**src/hw/rtl/gpps_pkg.sv**
```systemverilog
// Shared types, codes and byte tables of the game pad poll sequencer.
package gpps_pkg;

    localparam logic [2:0] KIND_IDLE  = 3'd0;
    localparam logic [2:0] KIND_POLL  = 3'd1;
    localparam logic [2:0] KIND_ENTER = 3'd2;
    localparam logic [2:0] KIND_EXIT  = 3'd3;
    localparam logic [2:0] KIND_MODE  = 3'd4;
    localparam logic [2:0] KIND_MOTOR = 3'd5;
    localparam logic [2:0] KIND_INIT  = 3'd6;
    localparam logic [2:0] KIND_GAP   = 3'd7;

    localparam logic [3:0] INIT_LAST  = 4'd13;

    localparam logic [1:0] REG_SMALL_MOTOR = 2'd0;
    localparam logic [1:0] REG_LARGE_MOTOR = 2'd1;
    localparam logic [1:0] REG_CTRL_MODE   = 2'd2;

    localparam logic [7:0] BYTE_START   = 8'h01;
    localparam logic [7:0] BYTE_POLL    = 8'h42;
    localparam logic [7:0] BYTE_CONFIG  = 8'h43;
    localparam logic [7:0] BYTE_SETMODE = 8'h44;
    localparam logic [7:0] BYTE_MOTOR   = 8'h4D;
    localparam logic [7:0] BYTE_PAD     = 8'h5A;
    localparam logic [7:0] BYTE_LOCK    = 8'h03;
    localparam logic [7:0] BYTE_ONES    = 8'hFF;
    localparam logic [7:0] MODE_HI_MASK = 8'hF0;
    localparam logic [7:0] MODE_ANALOG  = 8'h70;

    typedef struct packed {
        logic [2:0] opcode;
        logic       data_bit;
    } t_in;

    typedef struct packed {
        logic        attention_level;
        logic        command_bit;
        logic        busy_res;
        logic        frame_done;
        logic        sequence_done;
        logic [15:0] button_bits;
        logic [7:0]  right_x;
        logic [7:0]  right_y;
        logic [7:0]  left_x;
        logic [7:0]  left_y;
        logic [7:0]  pad_mode;
    } t_out;

    // Classified item as it travels from the front to the back.
    typedef struct packed {
        logic       start;
        logic       init;
        logic [2:0] kind;
        logic       din;
    } t_op;

    function automatic logic [7:0] tx_byte(input logic [2:0] kind, input logic [3:0] idx,
                                           input logic [7:0] small_m, input logic [7:0] large_m,
                                           input logic [7:0] ctrl_mode);
        logic [7:0] b;
        b = 8'h00;
        if (idx <= 4'd8) begin
            unique case (kind)
                KIND_POLL: begin
                    unique case (idx)
                        4'd0:    b = BYTE_START;
                        4'd1:    b = BYTE_POLL;
                        4'd3:    b = small_m;
                        4'd4:    b = large_m;
                        default: b = 8'h00;
                    endcase
                end
                KIND_ENTER: begin
                    unique case (idx)
                        4'd0:    b = BYTE_START;
                        4'd1:    b = BYTE_CONFIG;
                        4'd3:    b = BYTE_START;
                        default: b = 8'h00;
                    endcase
                end
                KIND_EXIT: begin
                    unique case (idx)
                        4'd0:    b = BYTE_START;
                        4'd1:    b = BYTE_CONFIG;
                        4'd2:    b = 8'h00;
                        4'd3:    b = 8'h00;
                        default: b = BYTE_PAD;
                    endcase
                end
                KIND_MODE: begin
                    unique case (idx)
                        4'd0:    b = BYTE_START;
                        4'd1:    b = BYTE_SETMODE;
                        4'd3:    b = ctrl_mode;
                        4'd4:    b = BYTE_LOCK;
                        default: b = 8'h00;
                    endcase
                end
                KIND_MOTOR: begin
                    unique case (idx)
                        4'd0:    b = BYTE_START;
                        4'd1:    b = BYTE_MOTOR;
                        4'd2:    b = 8'h00;
                        4'd3:    b = 8'h00;
                        4'd4:    b = BYTE_START;
                        default: b = BYTE_ONES;
                    endcase
                end
                default: b = 8'h00;
            endcase
        end
        return b;
    endfunction

    // Length in bytes; a poll grows to nine bytes when the pad reports analog mode.
    function automatic logic [3:0] frame_length(input logic [2:0] kind, input logic [7:0] mode);
        logic [3:0] len;
        if (kind == KIND_ENTER) begin
            len = 4'd5;
        end else if (kind == KIND_POLL) begin
            len = ((mode & MODE_HI_MASK) == MODE_ANALOG) ? 4'd9 : 4'd5;
        end else begin
            len = 4'd9;
        end
        return len;
    endfunction

    function automatic logic [2:0] init_kind(input logic [3:0] step);
        logic [2:0] k;
        unique case (step)
            4'd1, 4'd2:             k = KIND_ENTER;
            4'd3, 4'd4:             k = KIND_MODE;
            4'd5:                   k = KIND_MOTOR;
            4'd6, 4'd7, 4'd8, 4'd9: k = KIND_EXIT;
            default:                k = KIND_POLL;
        endcase
        return k;
    endfunction

endpackage

```
**src/hw/rtl/gpps_front.sv**
```systemverilog
// Front end: decodes each incoming item into a start/tick operation.
module gpps_front (
    input  gpps_pkg::t_in  i_item,
    input  logic           i_valid,
    output logic           o_ready,
    output gpps_pkg::t_op  o_op,
    output logic           o_push,
    input  logic           i_q_ready
);
    logic is_cmd;

    assign is_cmd = (i_item.opcode != gpps_pkg::KIND_IDLE) &&
                    (i_item.opcode != gpps_pkg::KIND_GAP);

    always_comb begin
        o_op.start = is_cmd;
        o_op.init  = (i_item.opcode == gpps_pkg::KIND_INIT);
        o_op.kind  = (i_item.opcode == gpps_pkg::KIND_INIT) ? gpps_pkg::KIND_POLL
                                                             : i_item.opcode;
        o_op.din   = i_item.data_bit;
    end

    assign o_ready = i_q_ready;
    assign o_push  = i_valid & i_q_ready;
endmodule

```
**src/hw/rtl/gpps_queue.sv**
```systemverilog
// Two-entry queue between the front and the back.
module gpps_queue (
    input  logic          i_clk,
    input  logic          i_rst_n,
    input  logic          i_push,
    input  gpps_pkg::t_op i_op,
    output logic          o_ready,
    input  logic          i_pop,
    output logic          o_valid,
    output gpps_pkg::t_op o_op
);
    gpps_pkg::t_op r_mem [2];
    logic          r_wr_ptr, r_rd_ptr;
    logic [1:0]    r_count;

    assign o_ready = (r_count != 2'd2);
    assign o_valid = (r_count != 2'd0);
    assign o_op    = r_mem[r_rd_ptr];

    always_ff @(posedge i_clk) begin
        if (i_push) begin
            r_mem[r_wr_ptr] <= i_op;
        end
    end

    always_ff @(posedge i_clk) begin
        if (!i_rst_n) begin
            r_wr_ptr <= 1'b0;
            r_rd_ptr <= 1'b0;
            r_count  <= 2'd0;
        end else begin
            if (i_push) begin
                r_wr_ptr <= ~r_wr_ptr;
            end
            if (i_pop) begin
                r_rd_ptr <= ~r_rd_ptr;
            end
            r_count <= r_count + {1'b0, i_push} - {1'b0, i_pop};
        end
    end
endmodule

```
**src/hw/rtl/gpps_back.sv**
```systemverilog
// Back end: frame sequencer, bit shifter, receive stores and result register.
module gpps_back (
    input  logic           i_clk,
    input  logic           i_rst_n,
    input  logic           i_q_valid,
    input  gpps_pkg::t_op  i_op,
    output logic           o_pop,
    input  logic [7:0]     i_small_motor,
    input  logic [7:0]     i_large_motor,
    input  logic [7:0]     i_ctrl_mode,
    output logic           o_valid,
    input  logic           i_ready,
    output gpps_pkg::t_out o_out
);
    logic [2:0]  r_bit_count, n_bit_count;
    logic [3:0]  r_byte_index, n_byte_index;
    logic [2:0]  r_frame_kind, n_frame_kind;
    logic [3:0]  r_seq_step, n_seq_step;
    logic        r_init_run, n_init_run;
    logic [7:0]  r_rx, n_rx;
    logic [15:0] r_buttons, n_buttons;
    logic [7:0]  r_stick [4];
    logic [7:0]  n_stick [4];
    logic [7:0]  r_mode, n_mode;
    logic        r_out_valid;
    gpps_pkg::t_out r_out, n_out;

    logic [7:0]  tx;
    logic [3:0]  step_inc;
    logic [4:0]  next_idx;
    logic        att, cmd, fdone, sdone;

    assign o_pop   = i_q_valid & (~r_out_valid | i_ready);
    assign o_valid = r_out_valid;
    assign o_out   = r_out;

    assign tx       = gpps_pkg::tx_byte(r_frame_kind, r_byte_index, i_small_motor,
                                        i_large_motor, i_ctrl_mode);
    assign step_inc = r_seq_step + 4'd1;
    assign next_idx = {1'b0, r_byte_index} + 5'd1;

    always_comb begin
        n_bit_count  = r_bit_count;
        n_byte_index = r_byte_index;
        n_frame_kind = r_frame_kind;
        n_seq_step   = r_seq_step;
        n_init_run   = r_init_run;
        n_rx         = r_rx;
        n_buttons    = r_buttons;
        n_mode       = r_mode;
        for (int i = 0; i < 4; i++) begin
            n_stick[i] = r_stick[i];
        end
        att   = 1'b1;
        cmd   = 1'b0;
        fdone = 1'b0;
        sdone = 1'b0;

        if (r_frame_kind == gpps_pkg::KIND_IDLE) begin
            if (i_op.start) begin
                n_init_run   = i_op.init;
                n_seq_step   = 4'd0;
                n_frame_kind = i_op.kind;
                n_bit_count  = 3'd0;
                n_byte_index = 4'd0;
                n_rx         = 8'h00;
                att          = 1'b0;
            end
        end else if (r_frame_kind == gpps_pkg::KIND_GAP) begin
            // Advance the init sequence and arm its next frame.
            n_seq_step   = (step_inc > gpps_pkg::INIT_LAST) ? gpps_pkg::INIT_LAST : step_inc;
            n_frame_kind = gpps_pkg::init_kind(n_seq_step);
            n_bit_count  = 3'd0;
            n_byte_index = 4'd0;
            n_rx         = 8'h00;
        end else begin
            att = 1'b0;
            cmd = tx[r_bit_count];
            if (r_bit_count == 3'd0) begin
                n_rx = {7'd0, i_op.din};
            end else begin
                n_rx = r_rx | ({7'd0, i_op.din} << r_bit_count);
            end
            if (r_bit_count == 3'd7) begin
                if (r_frame_kind == gpps_pkg::KIND_POLL) begin
                    if (r_byte_index == 4'd1) begin
                        n_mode = n_rx;
                    end else if (r_byte_index == 4'd3) begin
                        n_buttons = {8'h00, ~n_rx};
                    end else if (r_byte_index == 4'd4) begin
                        n_buttons = {~n_rx, r_buttons[7:0]};
                    end else if (r_byte_index >= 4'd5 && r_byte_index <= 4'd8) begin
                        for (int i = 0; i < 4; i++) begin
                            if (r_byte_index == 4'(i + 5)) begin
                                n_stick[i] = n_rx;
                            end
                        end
                    end
                end
                n_bit_count = 3'd0;
                if (next_idx >= {1'b0, gpps_pkg::frame_length(r_frame_kind, n_mode)}) begin
                    fdone        = 1'b1;
                    n_byte_index = 4'd0;
                    if (r_init_run && (r_seq_step < gpps_pkg::INIT_LAST)) begin
                        n_frame_kind = gpps_pkg::KIND_GAP;
                    end else begin
                        n_frame_kind = gpps_pkg::KIND_IDLE;
                        n_init_run   = 1'b0;
                        n_seq_step   = 4'd0;
                        sdone        = 1'b1;
                    end
                end else begin
                    n_byte_index = next_idx[3:0];
                end
            end else begin
                n_bit_count = r_bit_count + 3'd1;
            end
        end

        n_out.attention_level = att;
        n_out.command_bit     = cmd;
        n_out.busy_res        = (n_frame_kind != gpps_pkg::KIND_IDLE);
        n_out.frame_done      = fdone;
        n_out.sequence_done   = sdone;
        n_out.button_bits     = n_buttons;
        n_out.right_x         = n_stick[0];
        n_out.right_y         = n_stick[1];
        n_out.left_x          = n_stick[2];
        n_out.left_y          = n_stick[3];
        n_out.pad_mode        = n_mode;
    end

    always_ff @(posedge i_clk) begin
        if (o_pop) begin
            r_out <= n_out;
        end
    end

    always_ff @(posedge i_clk) begin
        if (!i_rst_n) begin
            r_bit_count  <= 3'd0;
            r_byte_index <= 4'd0;
            r_frame_kind <= gpps_pkg::KIND_IDLE;
            r_seq_step   <= 4'd0;
            r_init_run   <= 1'b0;
            r_rx         <= 8'h00;
            r_buttons    <= 16'h0000;
            r_mode       <= 8'h00;
            r_out_valid  <= 1'b0;
            for (int i = 0; i < 4; i++) begin
                r_stick[i] <= 8'h00;
            end
        end else begin
            if (o_pop) begin
                r_bit_count  <= n_bit_count;
                r_byte_index <= n_byte_index;
                r_frame_kind <= n_frame_kind;
                r_seq_step   <= n_seq_step;
                r_init_run   <= n_init_run;
                r_rx         <= n_rx;
                r_buttons    <= n_buttons;
                r_mode       <= n_mode;
                for (int i = 0; i < 4; i++) begin
                    r_stick[i] <= n_stick[i];
                end
                r_out_valid  <= 1'b1;
            end else if (i_ready) begin
                r_out_valid  <= 1'b0;
            end
        end
    end
endmodule

```
**src/hw/rtl/game_pad_poll_sequencer_core.sv**
```systemverilog
// Top level of the game pad poll sequencer: register port, front, queue and back.
//
//  channel | direction | handshake              | payload
//  --------+-----------+------------------------+------------------------------
//  in      | sink      | i_in_valid/o_in_ready  | i_in  (opcode, data_bit)
//  out     | source    | o_out_valid/i_out_ready| o_out (line levels, status, pad data)
//  config  | APB slave | psel/penable/pready    | paddr, pwdata, prdata
//
// One item per clock unless the output stalls: each accepted beat is decoded in the
// front, passes a two-entry queue and is executed by the back into the output register.
// A beat is registered in its queue entry and then in the output register.
// Reset (synchronous, active low) clears the queue, the sequencer, the pad stores
// and the motor/mode registers.
// A stalled output holds the back; the queue keeps accepting until it fills.
module game_pad_poll_sequencer_core (
    input  logic           i_clk,
    input  logic           i_rst_n,
    input  logic           i_in_valid,
    output logic           o_in_ready,
    input  gpps_pkg::t_in  i_in,
    output logic           o_out_valid,
    input  logic           i_out_ready,
    output gpps_pkg::t_out o_out,
    input  logic           psel,
    input  logic           penable,
    input  logic           pwrite,
    input  logic [3:0]     paddr,
    input  logic [31:0]    pwdata,
    output logic [31:0]    prdata,
    output logic           pready
);
    logic [7:0]    r_small_motor, r_large_motor, r_ctrl_mode;
    logic          cfg_wr;
    logic [1:0]    cfg_idx;
    gpps_pkg::t_op front_op, q_op;
    logic          push, pop, q_ready, q_valid;

    // Register port: always ready, write on the access phase.
    assign pready  = 1'b1;
    assign cfg_wr  = psel & penable & pwrite;
    assign cfg_idx = paddr[3:2];

    always_ff @(posedge i_clk) begin
        if (!i_rst_n) begin
            r_small_motor <= 8'h00;
            r_large_motor <= 8'h00;
            r_ctrl_mode   <= 8'h00;
        end else if (cfg_wr) begin
            unique case (cfg_idx)
                gpps_pkg::REG_SMALL_MOTOR: r_small_motor <= pwdata[7:0];
                gpps_pkg::REG_LARGE_MOTOR: r_large_motor <= pwdata[7:0];
                gpps_pkg::REG_CTRL_MODE:   r_ctrl_mode   <= pwdata[7:0];
                default: ;
            endcase
        end
    end

    always_comb begin
        unique case (cfg_idx)
            gpps_pkg::REG_SMALL_MOTOR: prdata = {24'd0, r_small_motor};
            gpps_pkg::REG_LARGE_MOTOR: prdata = {24'd0, r_large_motor};
            gpps_pkg::REG_CTRL_MODE:   prdata = {24'd0, r_ctrl_mode};
            default:                   prdata = 32'd0;
        endcase
    end

    // Decode the incoming beat.
    gpps_front u_front (
        .i_item    (i_in),
        .i_valid   (i_in_valid),
        .o_ready   (o_in_ready),
        .o_op      (front_op),
        .o_push    (push),
        .i_q_ready (q_ready)
    );

    // Decouple the decoder from the sequencer.
    gpps_queue u_queue (
        .i_clk   (i_clk),
        .i_rst_n (i_rst_n),
        .i_push  (push),
        .i_op    (front_op),
        .o_ready (q_ready),
        .i_pop   (pop),
        .o_valid (q_valid),
        .o_op    (q_op)
    );

    // Run frames bit by bit and register one result per beat.
    gpps_back u_back (
        .i_clk         (i_clk),
        .i_rst_n       (i_rst_n),
        .i_q_valid     (q_valid),
        .i_op          (q_op),
        .o_pop         (pop),
        .i_small_motor (r_small_motor),
        .i_large_motor (r_large_motor),
        .i_ctrl_mode   (r_ctrl_mode),
        .o_valid       (o_out_valid),
        .i_ready       (i_out_ready),
        .o_out         (o_out)
    );
endmodule
```
**config.mk**
```make
export PLATFORM = sky130hd
export DESIGN_NAME = game_pad_poll_sequencer_core
export DESIGN_NICKNAME = d
export VERILOG_FILES = /design/src/hw/rtl/gpps_pkg.sv /design/src/hw/rtl/gpps_front.sv /design/src/hw/rtl/gpps_queue.sv /design/src/hw/rtl/gpps_back.sv /design/src/hw/rtl/game_pad_poll_sequencer_core.sv
export SDC_FILE = /design/constraint.sdc
export NUM_CORES = 1
export LEC_CHECK = 0
export ABC_AREA = 1
export BUFFER_PORTS_ARGS = -buffer_cell sky130_fd_sc_hd__buf_2
export CAP_MARGIN = 20
export CORE_UTILIZATION = 57
export DETAILED_ROUTE_END_ITERATION = 10
export PLACE_DENSITY_LB_ADDON = 0.15
export REMOVE_ABC_BUFFERS = 1
export SYNTH_ARGS = -nofsm -noshare
export SYNTH_HDL_FRONTEND = slang
export SYNTH_SLANG_ARGS = --single-unit
```
**constraint.sdc**
```tcl
create_clock -name i_clk -period 5.5 [get_ports i_clk]
set_input_delay 0.825 -clock i_clk [delete_from_list [all_inputs] [get_ports i_clk]]
set_output_delay 0.825 -clock i_clk [all_outputs]
set_load 0.02 [all_outputs]
```
# Yosys cells after proc, flatten, opt, wreduce, memory -nomap -nowiden
# Memories as Yosys holds them, arrays and structs flattened. A register that Yosys moved wholly into a read port is not among the register bits.
# Cells that the tools add are included.
# W data, S select, Z words.
word_totals:
  regBits: 137
  latch_bits: 0
  ramBits: 44
  rom_bits: 48
  in_bits: 47
  out_inout_bits: 96
  word_cells: 206
  memories: 3
mem_list:
  columns: ["memory", "words", "word_bits", "read_ports", "rd_ports_with_merged_regs", "write_ports", "line", "source"]
  rows:
  - ["(name not given)", 16, 3, 1, 0, 0, "gpps_pkg.sv:130", "unique case (step)"]
  - ["u_back.r_stick", 4, 8, 4, 0, 4, "gpps_back.sv:22", "logic [7:0] r_stick [4];"]
  - ["u_queue.r_mem", 2, 6, 1, 1, 1, "gpps_queue.sv:12", "gpps_pkg::t_op r_mem [2];"]
classes:
  n_addsub: 5
  mul: 0
  div: 0
  n_lt_le_gt_ge: 6
  eq_ne: 25
  n_shift: 1
  mux: 96
  n_bitwise: 16
  n_reduce_logical: 28
op_table:
  columns: ["op", "count"]
  rows:
  - ["$mux W32", 8]
  - ["$mux W8", 23]
  - ["$mux W16", 7]
  - ["$mux W4", 17]
  - ["$pmux W8 S4", 2]
  - ["$pmux W8 S3", 2]
  - ["$pmux W8 S5", 1]
  - ["$mux W3", 11]
  - ["$mux W1", 22]
  - ["$pmux W7 S3", 1]
  - ["$eq A4 B3 Y1 const B", 5]
  - ["$eq A3 B3 Y1 const B", 5]
  - ["$pmux W7 S2", 1]
  - ["$reduce_bool A3 Y1", 4]
  - ["$eq A4 B2 Y1 const B", 2]
  - ["$not A8 Y8", 1]
  - ["$or A8 B8 Y8", 1]
  - ["$reduce_and A2 Y1", 4]
  - ["$reduce_bool A2 Y1", 4]
  - ["$reduce_or A2 Y1", 4]
  - ["$shl A1 B3 Y8", 1]
  - ["$eq A3 B2 Y1 const B", 2]
  - ["$logic_not A3 Y1", 2]
  - ["$reduce_and A6 Y1", 1]
  - ["other kinds (31)", 46]

# Longest topological paths before layout
# Gate-level depths: netlist of run 1.
depth:
  word_depth: 23
  depth_mapped: 21

# Modules after synthesis
# A second synthesis of run 1 with hierarchy kept.
unflattened:
  cells_unflattened: 1082
  area_unflattened_um2: 9006.1
by_module_without_submodules:
  columns: ["mod", "instances", "cells_each", "area_each_um2", "seq_area_each_um2"]
  rows:
  - ["gpps_back", 1, 805, 6892.9, 3753.6]
  - ["game_pad_poll_sequencer_core", 1, 209, 1345.0, 480.5]
  - ["gpps_queue", 1, 52, 686.9, 460.4]
  - ["gpps_front", 1, 16, 81.3, 0.0]

# Worst setup path before layout of run 1
# OpenSTA, ideal clock, no wires.
synth_timing:
  path_kind: "input -> register"
  from: "input i_out_ready"
  to: "memory u_back.r_stick[0][0], enable pin"
  setup_ns: 0.408
  arrival_time_ns: 4.333
  slack_ns: 0.759
  path_stages: 5
  path_cell_list: "nor2_1 a21oi_2 nor2_1 inv_1 clkbuf_1"
synth_rtl:
  columns: ["item", "line", "source"]
  rows:
  - ["from (decl)", "game_pad_poll_sequencer_core.sv:22", "input logic i_out_ready,"]
  - ["to (decl)", "gpps_back.sv:22", null]

==> results of run 1 <==
-- state kept, by name, summed over array words and instances (netlist names), named ones only --
name / count
u_queue.r_count: 2
r_ctrl_mode: 8
u_back.r_init_run: 1
u_back.r_mode: 8
r_large_motor: 8
r_small_motor: 8
u_queue.r_mem: 12
u_back.r_byte_index: 4
u_queue.r_wr_ptr: 1
u_queue.r_rd_ptr: 1
u_back.o_out: 61
u_back.o_valid: 1
u_back.r_rx: 8
u_back.r_seq_step: 4
u_back.r_bit_count: 3
u_back.r_frame_kind: 3
u_back.r_buttons: 16
u_back.r_stick: 32
-- stage by stage --
stage | hold slack (ps) | std cells
finish | 464 | 1305
global route | 481 | 1305
CTS | 465 | 1305
detailed placement | 448 | 1273
global placement | 435 | 1273
floorplan | 423 | 994
-- cell type report --
type,instances,share of cell area [%]
Sequential cell,182,48.1
Multi-Input combinational cell,668,32.6
Inverter,144,5.54
Timing Repair Buffer,95,4.98
Clock buffer,17,4.36
Tap cell,184,2.36
Clock inverter,15,2.04
-- kinds of logic after synthesis --
| family | share of synthesized area [%] |
|---|---|
| simple gates | 20.6 |
| compound gates | 12.5 |
| buf+inv | 9.89 |
| flops | 54.4 |
| fa+ha+maj | 2.32 |
| xor+xnor | 0.304 |
| other cells | 0.0870 |
-- worst max-delay path, delay by kind of cell, from the launching register on --
kind            cells  cell delay (ps)
simple gates       10             1220
compound gates      3             1140
flops               1              540
buf+inv             4              460
fa+ha+maj           2              450
-- Yosys cell counts (6+ instances only) --
cell      count  area share, %
nand2_1     240             10
inv_1       133            5.8
edfxtp_1    105             37
nor2_1      100            4.3
o21ai_0      94            5.4
dfxtp_1      77             18
a21oi_1      59            3.4
nand3_1      53            3.1
buf_4        27            2.3
ha_1         16            2.3
clkbuf_1     14           0.61
nand4_1      10           0.72
a211oi_1      8           0.70
o21a_1        8           0.70
or2_2         8           0.58
inv_2         6           0.26
-- routing by layer --
layer | up-vias | wire length [um] | global-route usage, %
met5 | - | 0 | 0
li1 | 3476 | - | -
met1 | 3131 | 8550 | 33.9
met3 | 30 | 932 | 4.15
met4 | 0 | 412 | 11.7
met2 | 208 | 8390 | 38.1
-- path summary, 6_finish.rpt --
| check | endpoint | slack, ps | cells after the start |
|---|---|---|---|
| setup / recovery | u_back.o_out[58] | 1550 | 19 |
| hold / removal | u_back.r_rx[3] | 460 | 2 |
| setup reg to reg | u_back.o_out[58] | 1550 | 19 |
| hold reg to reg | u_back.r_rx[3] | 460 | 2 |
-- power groups by stage --
stage          logic [mW]  clock network, mW  registers [mW]
3_3_place_gp         1.34                  0            2.01
5_1_grt              1.51               1.36            2.03
6_report             1.36               1.29            1.99
2_1_floorplan       0.667                  0            2.28
4_1_cts              1.37               1.31            2.00
3_5_place_dp         1.36                  0            2.03
==> impl_metrics.toml, run 1 <==
[timing]
slew_headroom_pct = 41.5
finalSetupViolCount = 0
skew_ps = 7.70
hold_violations = 0
slew_violations = 0
grt_setup_unrepaired = "false"
post-route-min-period_ps = 3950
tightest_slew_ps = 872
finalCritPeriodShare_pct = 71.8
clock.fmax_mhz = 253
layout_setup_ws_ps = 1550
final.setup.tns_ps = 0

[outcome]
status = "finished with violations"
failed_checks = "DRC"

[clocking]
clockBufferDepth = 2
cts_max_level = 4
clk_latency_ps = 440
root_buffer = "clkbuf_16"
cts_sinks = 182
cts_buffers = 17
cts_resized = 0
post_cts_buffers = 0
postCtsHoldBufs = 0
path_clk_slew_ps = 60
tritoncts = "built"

[pwr]
p_leak_nw = 4.42
max-vdd-ir-drop_mv = 0.394
power_frac_comb_pct = 29.2
switching_share_pct = 35.2
p_int_mw = 3.01
p_total_mw = 4.65
clockPowerShare_pct = 27.9
powerDensity_nw_per_um2 = 476
seq_power_share_pct = 42.9
p_sw_mw = 1.64

[final_layout]
fillers = 1238
area.sequential_um2 = 4690
multi_input_area_um2 = 3180
mostFrequentLayoutCell = "nand2_1"
syn2layout_area_growth_pct = 13.0
stdcell_area_um2 = 9760
final_util_pct = 66.6
antennaDiodeCount = 0
fin_nets = 1171
layout-drive-gt1-share_pct = 13.8
mostFrequentLayoutCells = "nand2_1 (240), inv_1 (133), edfxtp_1 (105)"

[placement]
dpl_worst_slack_ps = 1650
hpwl_mm = 12.5
gp_congestion = 0.892
place_area_um2 = 9130
io_buffers = 91

[floorplan]
die-area_um2 = 15600
start_util_pct = 59.0
die_h_um = 125
coreArea_um2 = 14600
io_pins = 143
fp.dieW_um = 125
floorplan.rows = 44

[route]
firstDrtPassIters = 9
drc_errors = 16
routed_wl_mm = 18.3
drt_first_iter_violations = 583
wl_per_cell_um = 14.0
via_count = 6845
vias_per_cell = 5.25
drt.antenna.violating_nets = 0

[logic_synthesis]
postSynthAreaPerCell_um2 = 8.47
synthFlopType = "edfxtp_1"
seq_area_frac_synth_pct = 54.4
synth_cells = 1020
ys_ff_latch = 182
yosysUniqueCellTypes = 42
synth-async-reset-ratio_pct = 0
synth_edf_count = 105
yosysWarnings = 0
netlist_area_um2 = 8640

[worst_setup_path]
critPathMaxStageDelay_ps = 700
worst_setup_path_end_kind = "register"
critical_path.startpoint = "u_back.r_bit_count[0]"
cp_slowest_cell = "o21ai_1"
startpoint_type = "register"
crit_top_cell = "nand2_1"
crit_fanout = 10
cp_data_arrival_time_ps = 4260
worst_ep_required_time_ps = 5810
reg2reg_from = "u_back.r_bit_count[0]"
path_cells = "inv_2 > ha_1 > nand2_1 > inv_1 > o21ai_1 > nand4_1 > nand2_1 > nand3_1 > inv_1 > ha_1 > nand2_1 > inv_1 > o21ai_0 > nand2_1 > nand3_1 > nand2_1 > o21ai_0 > nor2_1 > nand2_1"
path_class = "reg -> reg"

[global_routing]
grt-ovfl-total = 0
grt_max_degree = 66
grt_pass1_vias = 6376
gr-usage-all-layers_pct = 24.6
grt_pass1_wl_mm = 30.5
antenna_found_initial = 0

[worst_hold_path]
hold_class = "reg -> reg"
min_from = "u_back.r_rx[3]"

[run]
maxCapViolCount = 0
(Power assumes the default switching activity.)
==> inputs of run 2 (changes only) <==
Settings changed: CORE_UTILIZATION 57 to 51.
Clock period 5.5 ns to 3.6 ns, I/O delays scaled along.
==> run 2 against run 1 <==
Against the previous run: the flow now finishes without violations; utilization down 7.1 points; final area up 1.3%; register-to-register slack worse by 1000 ps; total power up 53%; clock power up 51%; sequential power up 52%; global-route usage down 2.3 points; worst hold slack worse by 160 ps; via count up 0.54%; sequential cell count unchanged; clock-buffer cell count up 3; largest power group unchanged.
==> impl_metrics.toml, run 2 (synthesis results as in run 1) <==
[outcome]
status = "completed"

[worst_setup_path]
cp_data_arrival_time_ps = 3370
reg2reg_from = "u_back.r_bit_count[1]"
worst_ep_required_time_ps = 3900
r2r-end = "u_back.o_out[58]"
cp_slowest_cell = "dfxtp_2"
path_class = "reg -> reg"
startpoint_type = "register"
critPathMaxStageDelay_ps = 400
crit_fanout = 8
worst_setup_path_end_kind = "register"
path_cells = "inv_1 > ha_1 > nand2_1 > inv_1 > o21ai_1 > nand4_1 > nand2_1 > nand3_1 > inv_1 > ha_1 > nand2_1 > inv_1 > o21ai_0 > nand2_1 > nand3_1 > nand2_1 > o21ai_0 > nor2_1 > nand2_1"
crit_top_cell = "nand2_1"
rr_worst_depth = 19
r2r_setup_slack_ps = 520

[final_layout]
multi_input_area_um2 = 3180
layout-drive-gt1-share_pct = 14.4
mostFrequentLayoutCells = "nand2_1 (240), inv_1 (133), edfxtp_1 (105)"
antennaDiodeCount = 0
mostFrequentLayoutCell = "nand2_1"
fillers = 1530
largest_reg_flops = 61
area.sequential_um2 = 4700
fin_nets = 1183
final_util_pct = 59.6
syn2layout_area_growth_pct = 14.4

[route]
drt_first_iter_violations = 489
vias_per_cell = 5.09
drt.antenna.violating_nets = 0
routed_wl_mm = 18.7
via_count = 6882
drc_errors = 0
wl_per_cell_um = 13.8
firstDrtPassIters = 7

[clocking]
clk_latency_ps = 430
post_cts_buffers = 0
tritoncts = "built"
path_clk_slew_ps = 60
cts_buffers = 17
cts_sinks = 182
root_buffer = "clkbuf_16"
clockBufferDepth = 2
postCtsHoldBufs = 0
cts_max_level = 4
cts_resized = 0

[pwr]
p_total_mw = 7.13
max-vdd-ir-drop_mv = 0.436
p_leak_nw = 4.46
powerDensity_nw_per_um2 = 722

[global_routing]
grt_max_degree = 45
grt_pass1_vias = 6156
grt_pass1_wl_mm = 30.6
antenna_found_initial = 0
grt-ovfl-total = 0
gr-usage-all-layers_pct = 22.3

[timing]
hold_violations = 0
hold_ws_ps = 309
slew_headroom_pct = 39.3
clock.fmax_mhz = 325
finalCritPeriodShare_pct = 85.4
grt_setup_unrepaired = "false"
tightest_slew_ps = 904
post-route-min-period_ps = 3080
skew_ps = 8.22
slew_violations = 0
layout_setup_ws_ps = 525
finalSetupViolCount = 0

[floorplan]
die_h_um = 132
die-area_um2 = 17500
start_util_pct = 52.1
fp.dieW_um = 132
coreArea_um2 = 16600
io_pins = 143
floorplan.rows = 47

[worst_hold_path]
hold_class = "in -> reg"
hold_depth = 1
min_from = "i_in[0]"
whs_endpoint = "u_queue.r_mem[1][0]"

[placement]
hpwl_mm = 13.2
gp_congestion = 0.862
dpl_worst_slack_ps = 482
io_buffers = 91

[run]
maxCapViolCount = 0
[run 2: cell type report]
cell class,count,share of cell area [%]
Inverter,144,5.47
Clock inverter,11,1.76
Tap cell,220,2.79
Timing Repair Buffer,107,5.83
Clock buffer,20,4.42
Multi-Input combinational cell,668,32.2
Sequential cell,182,47.5
[run 2: how the worst max path moves through the flow]
stage	from	endpoint	slack [ps]	depth (start not counted)
after global routing	u_back.r_bit_count[1]	u_back.o_out[58]	100	19
after global placement	u_back.r_bit_count[1]	u_back.o_out[58]	530	19
after detailed placement	u_back.r_bit_count[1]	u_back.o_out[58]	480	19
final	u_back.r_bit_count[1]	u_back.o_out[58]	520	19
after floorplan	i_out_ready	u_back.r_stick[0][0]	-850	4
after CTS	u_back.r_bit_count[1]	u_back.o_out[58]	440	19
[run 2: metrics by stage]
| step | instances | area [um2] | setup TNS (ps) |
|---|---|---|---|
| finish | 1352 | 9880 | 0 |
| floorplan | 994 | 8410 | -36540 |
| global route | 1352 | 9880 | 0 |
| CTS | 1352 | 9880 | 0 |
| detailed placement | 1321 | 9270 | 0 |
| global placement | 1321 | 9270 | 0 |
[run 2: power by group]
part           switching, mW  internal, mW  total (mW)
Clock                  0.792          1.16        1.95
Combinational           1.56         0.584        2.14
Sequential             0.162          2.87        3.03
Total                   2.51          4.62        7.13
[run 2: metal layers]
metal	vias to the layer above	global-route usage, %	routed length (um)
met5	-	0	0
met4	0	9.24	347
met3	27	4.15	930
met2	208	35.0	8530
met1	3140	30.6	8910
li1	3507	-	-
[run 2: critical path: cells and delay by family, from the launching register on]
family,cells,cell delay (ps)
AND/OR/NAND/NOR,10,1100
buffers and inverters,4,410
flip-flops,1,400
adder cells (fa/ha/maj),2,420
AO/OA/AOI/OAI,3,620
==> inputs of run 3 (changes only) <==
Settings changed: ABC_AREA 1 to 0.
==> run 3 against run 2 <==
Against the previous run: highest routed layer unchanged; sequential cell count is the same; largest cell class unchanged; area after synthesis grew 0.90%; total power down 6.0%; synthesized cell count is 17% lower; utilization is 0.35 points lower; largest power group unchanged; die area rose by 0.89%; sequential power hardly changed.
==> impl_metrics.toml, run 3 <==
[timing]
slew_headroom_pct = 34.3
final.setup.tns_ps = 0
clock.fmax_mhz = 302
grt_setup_unrepaired = "false"
post-route-min-period_ps = 3310
skew_ps = 6.33
tightest_slew_ps = 978
hold_ws_ps = 301
hold_violations = 0
finalSetupViolCount = 0
slew_violations = 0
finalCritPeriodShare_pct = 91.9
layout_setup_ws_ps = 291

[clocking]
postCtsHoldBufs = 0
post_cts_buffers = 0
cts_sinks = 182
root_buffer = "clkbuf_16"
path_clk_slew_ps = 60
clk_latency_ps = 430
cts_buffers = 17
cts_resized = 0
tritoncts = "built"
cts_max_level = 4
clockBufferDepth = 2

[placement]
dp_cells = 1131
gp_congestion = 0.886
io_buffers = 91
dpl_worst_slack_ps = 285
hpwl_mm = 12.7

[route]
drc_errors = 0
wl_per_cell_um = 16.4
via_count = 6476
drt_first_iter_violations = 523
routed_wl_mm = 19.0
firstDrtPassIters = 6
drt.antenna.violating_nets = 0
vias_per_cell = 5.57

[pwr]
max-vdd-ir-drop_mv = 0.368
powerDensity_nw_per_um2 = 680
p_leak_nw = 3.70
p_total_mw = 6.70

[global_routing]
antenna_found_initial = 0
grt-ovfl-total = 0
gr-usage-all-layers_pct = 22.4
grt_pass1_vias = 5930
grt_pass1_wl_mm = 31.2
grt_max_degree = 64

[final_layout]
fin_nets = 993
fin_cells = 1163
mostFrequentLayoutCell = "edfxtp_1"
antennaDiodeCount = 0
syn2layout_area_growth_pct = 13.1
largest_reg_flops = 61
mostFrequentLayoutCells = "edfxtp_1 (105), buf_2 (91), nand2_1 (90)"
layout-drive-gt1-share_pct = 19.4

[logic_synthesis]
postSynthAreaPerCell_um2 = 10.3
yosysUniqueCellTypes = 71
synth_most_common_cell = "edfxtp_1"
synthTopCellsByArea = "edfxtp_1 (36%), dfxtp_1 (18%), mux2i_1 (3.9%), nand2_1 (3.9%), nor2_1 (3.7%)"
synthFlopType = "edfxtp_1"
synth_edf_count = 105
yosysTopAreaCell = "edfxtp_1"
ys_ff_latch = 182
synth_cells = 849
netlist_area_um2 = 8710
synth.top_cell.area_share_pct = 36.2
seq_area_frac_synth_pct = 53.9
synth-async-reset-ratio_pct = 0
synth_commonest_cells = "edfxtp_1 (105), nand2_1 (90), nor2_1 (85), dfxtp_1 (77), o21ai_0 (61)"
yosysWarnings = 0

[worst_setup_path]
crit_top_cell = "a31oi_1"
path_buf_inv = 1
cp_data_arrival_time_ps = 3660
path_cells = "mux2_2 > a31oi_1 > nor2_1 > nand4_1 > a31oi_1 > or2_2 > ha_1 > a21oi_1 > o21ai_1 > buf_4 > nor3_1 > a21oi_1 > a31oi_1"
crit_fanout = 8
worst_ep_required_time_ps = 3950
cp_top_family = "simple AND/OR/NAND/NOR gates"
worst_setup_path_end_kind = "register"
startpoint_type = "register"
critPathMaxStageDelay_ps = 520
cp_slowest_cell = "dfxtp_1"
path_class = "reg -> reg"

[run]
maxCapViolCount = 0

[floorplan]
coreArea_um2 = 16600
start_util_pct = 52.4
floorplan.rows = 47
io_pins = 143
die_h_um = 133
die-area_um2 = 17600
fp.dieW_um = 133

[outcome]
status = "completed"

[worst_hold_path]
hold_class = "in -> reg"
[run 3: cells by family after synthesis]
logic type	synth area share, %
simple gates	17.7
flops	53.9
compound gates	12.6
buf+inv	5.86
mux	6.75
fa+ha+maj	2.30
xor+xnor	0.905
other cells	0.0862
[run 3: worst register-to-register path: cells and delay by family (launching register included)]
family	cells	cell delay (ps)
adders and majority gates	1	300
muxes	1	430
and+or+nand+nor	4	940
buffers and inverters	1	180
DFF	1	520
AOI/OAI and AO/OA	6	870
[run 3: path summary, 6_finish.rpt]
kind                        from                endpoint  slack, ps  depth (start not counted)
setup reg to reg        register  u_back.r_byte_index[2]        290                         13
hold / removal           i_in[0]     u_queue.r_mem[1][0]        300                          1
hold reg to reg   r_ctrl_mode[1]          r_ctrl_mode[1]        480                          2
setup / recovery        register  u_back.r_byte_index[2]        290                         13
[run 3: layout make-up]
cell class	instances	area [um2]
well taps	220	275
clock buffers	23	468
flip-flops and latches	182	4690
inverters	26	97.6
multi-input cells	593	3600
clock inverters	9	95.1
fillers	1476	6790
repair buffers	110	623
[run 3: per-layer routing]
layer	GRT usage (%)	up-vias	share of wire, %
met5	0	-	0
met4	6.51	0	1.2
met3	4.02	24	4.3
met2	36.7	204	47
met1	30.6	3097	47
li1	-	3151	-
[run 3: where the power goes]
| group | total [mW] | leakage [nW] | internal (mW) | switching (mW) |
|---|---|---|---|---|
| Sequential | 3.01 | 1.69 | 2.82 | 0.187 |
| Combinational | 1.90 | 1.75 | 0.625 | 1.27 |
| Clock | 1.79 | 0.266 | 0.998 | 0.791 |
[run 3: through the flow]
step | instance area (um2) | util (%)
final | 9860 | 59.2
after global routing | 9860 | 59.2
after CTS | 9850 | 59.2
after detailed placement | 9290 | 55.8
after global placement | 9290 | 55.8
after floorplan | 8390 | -
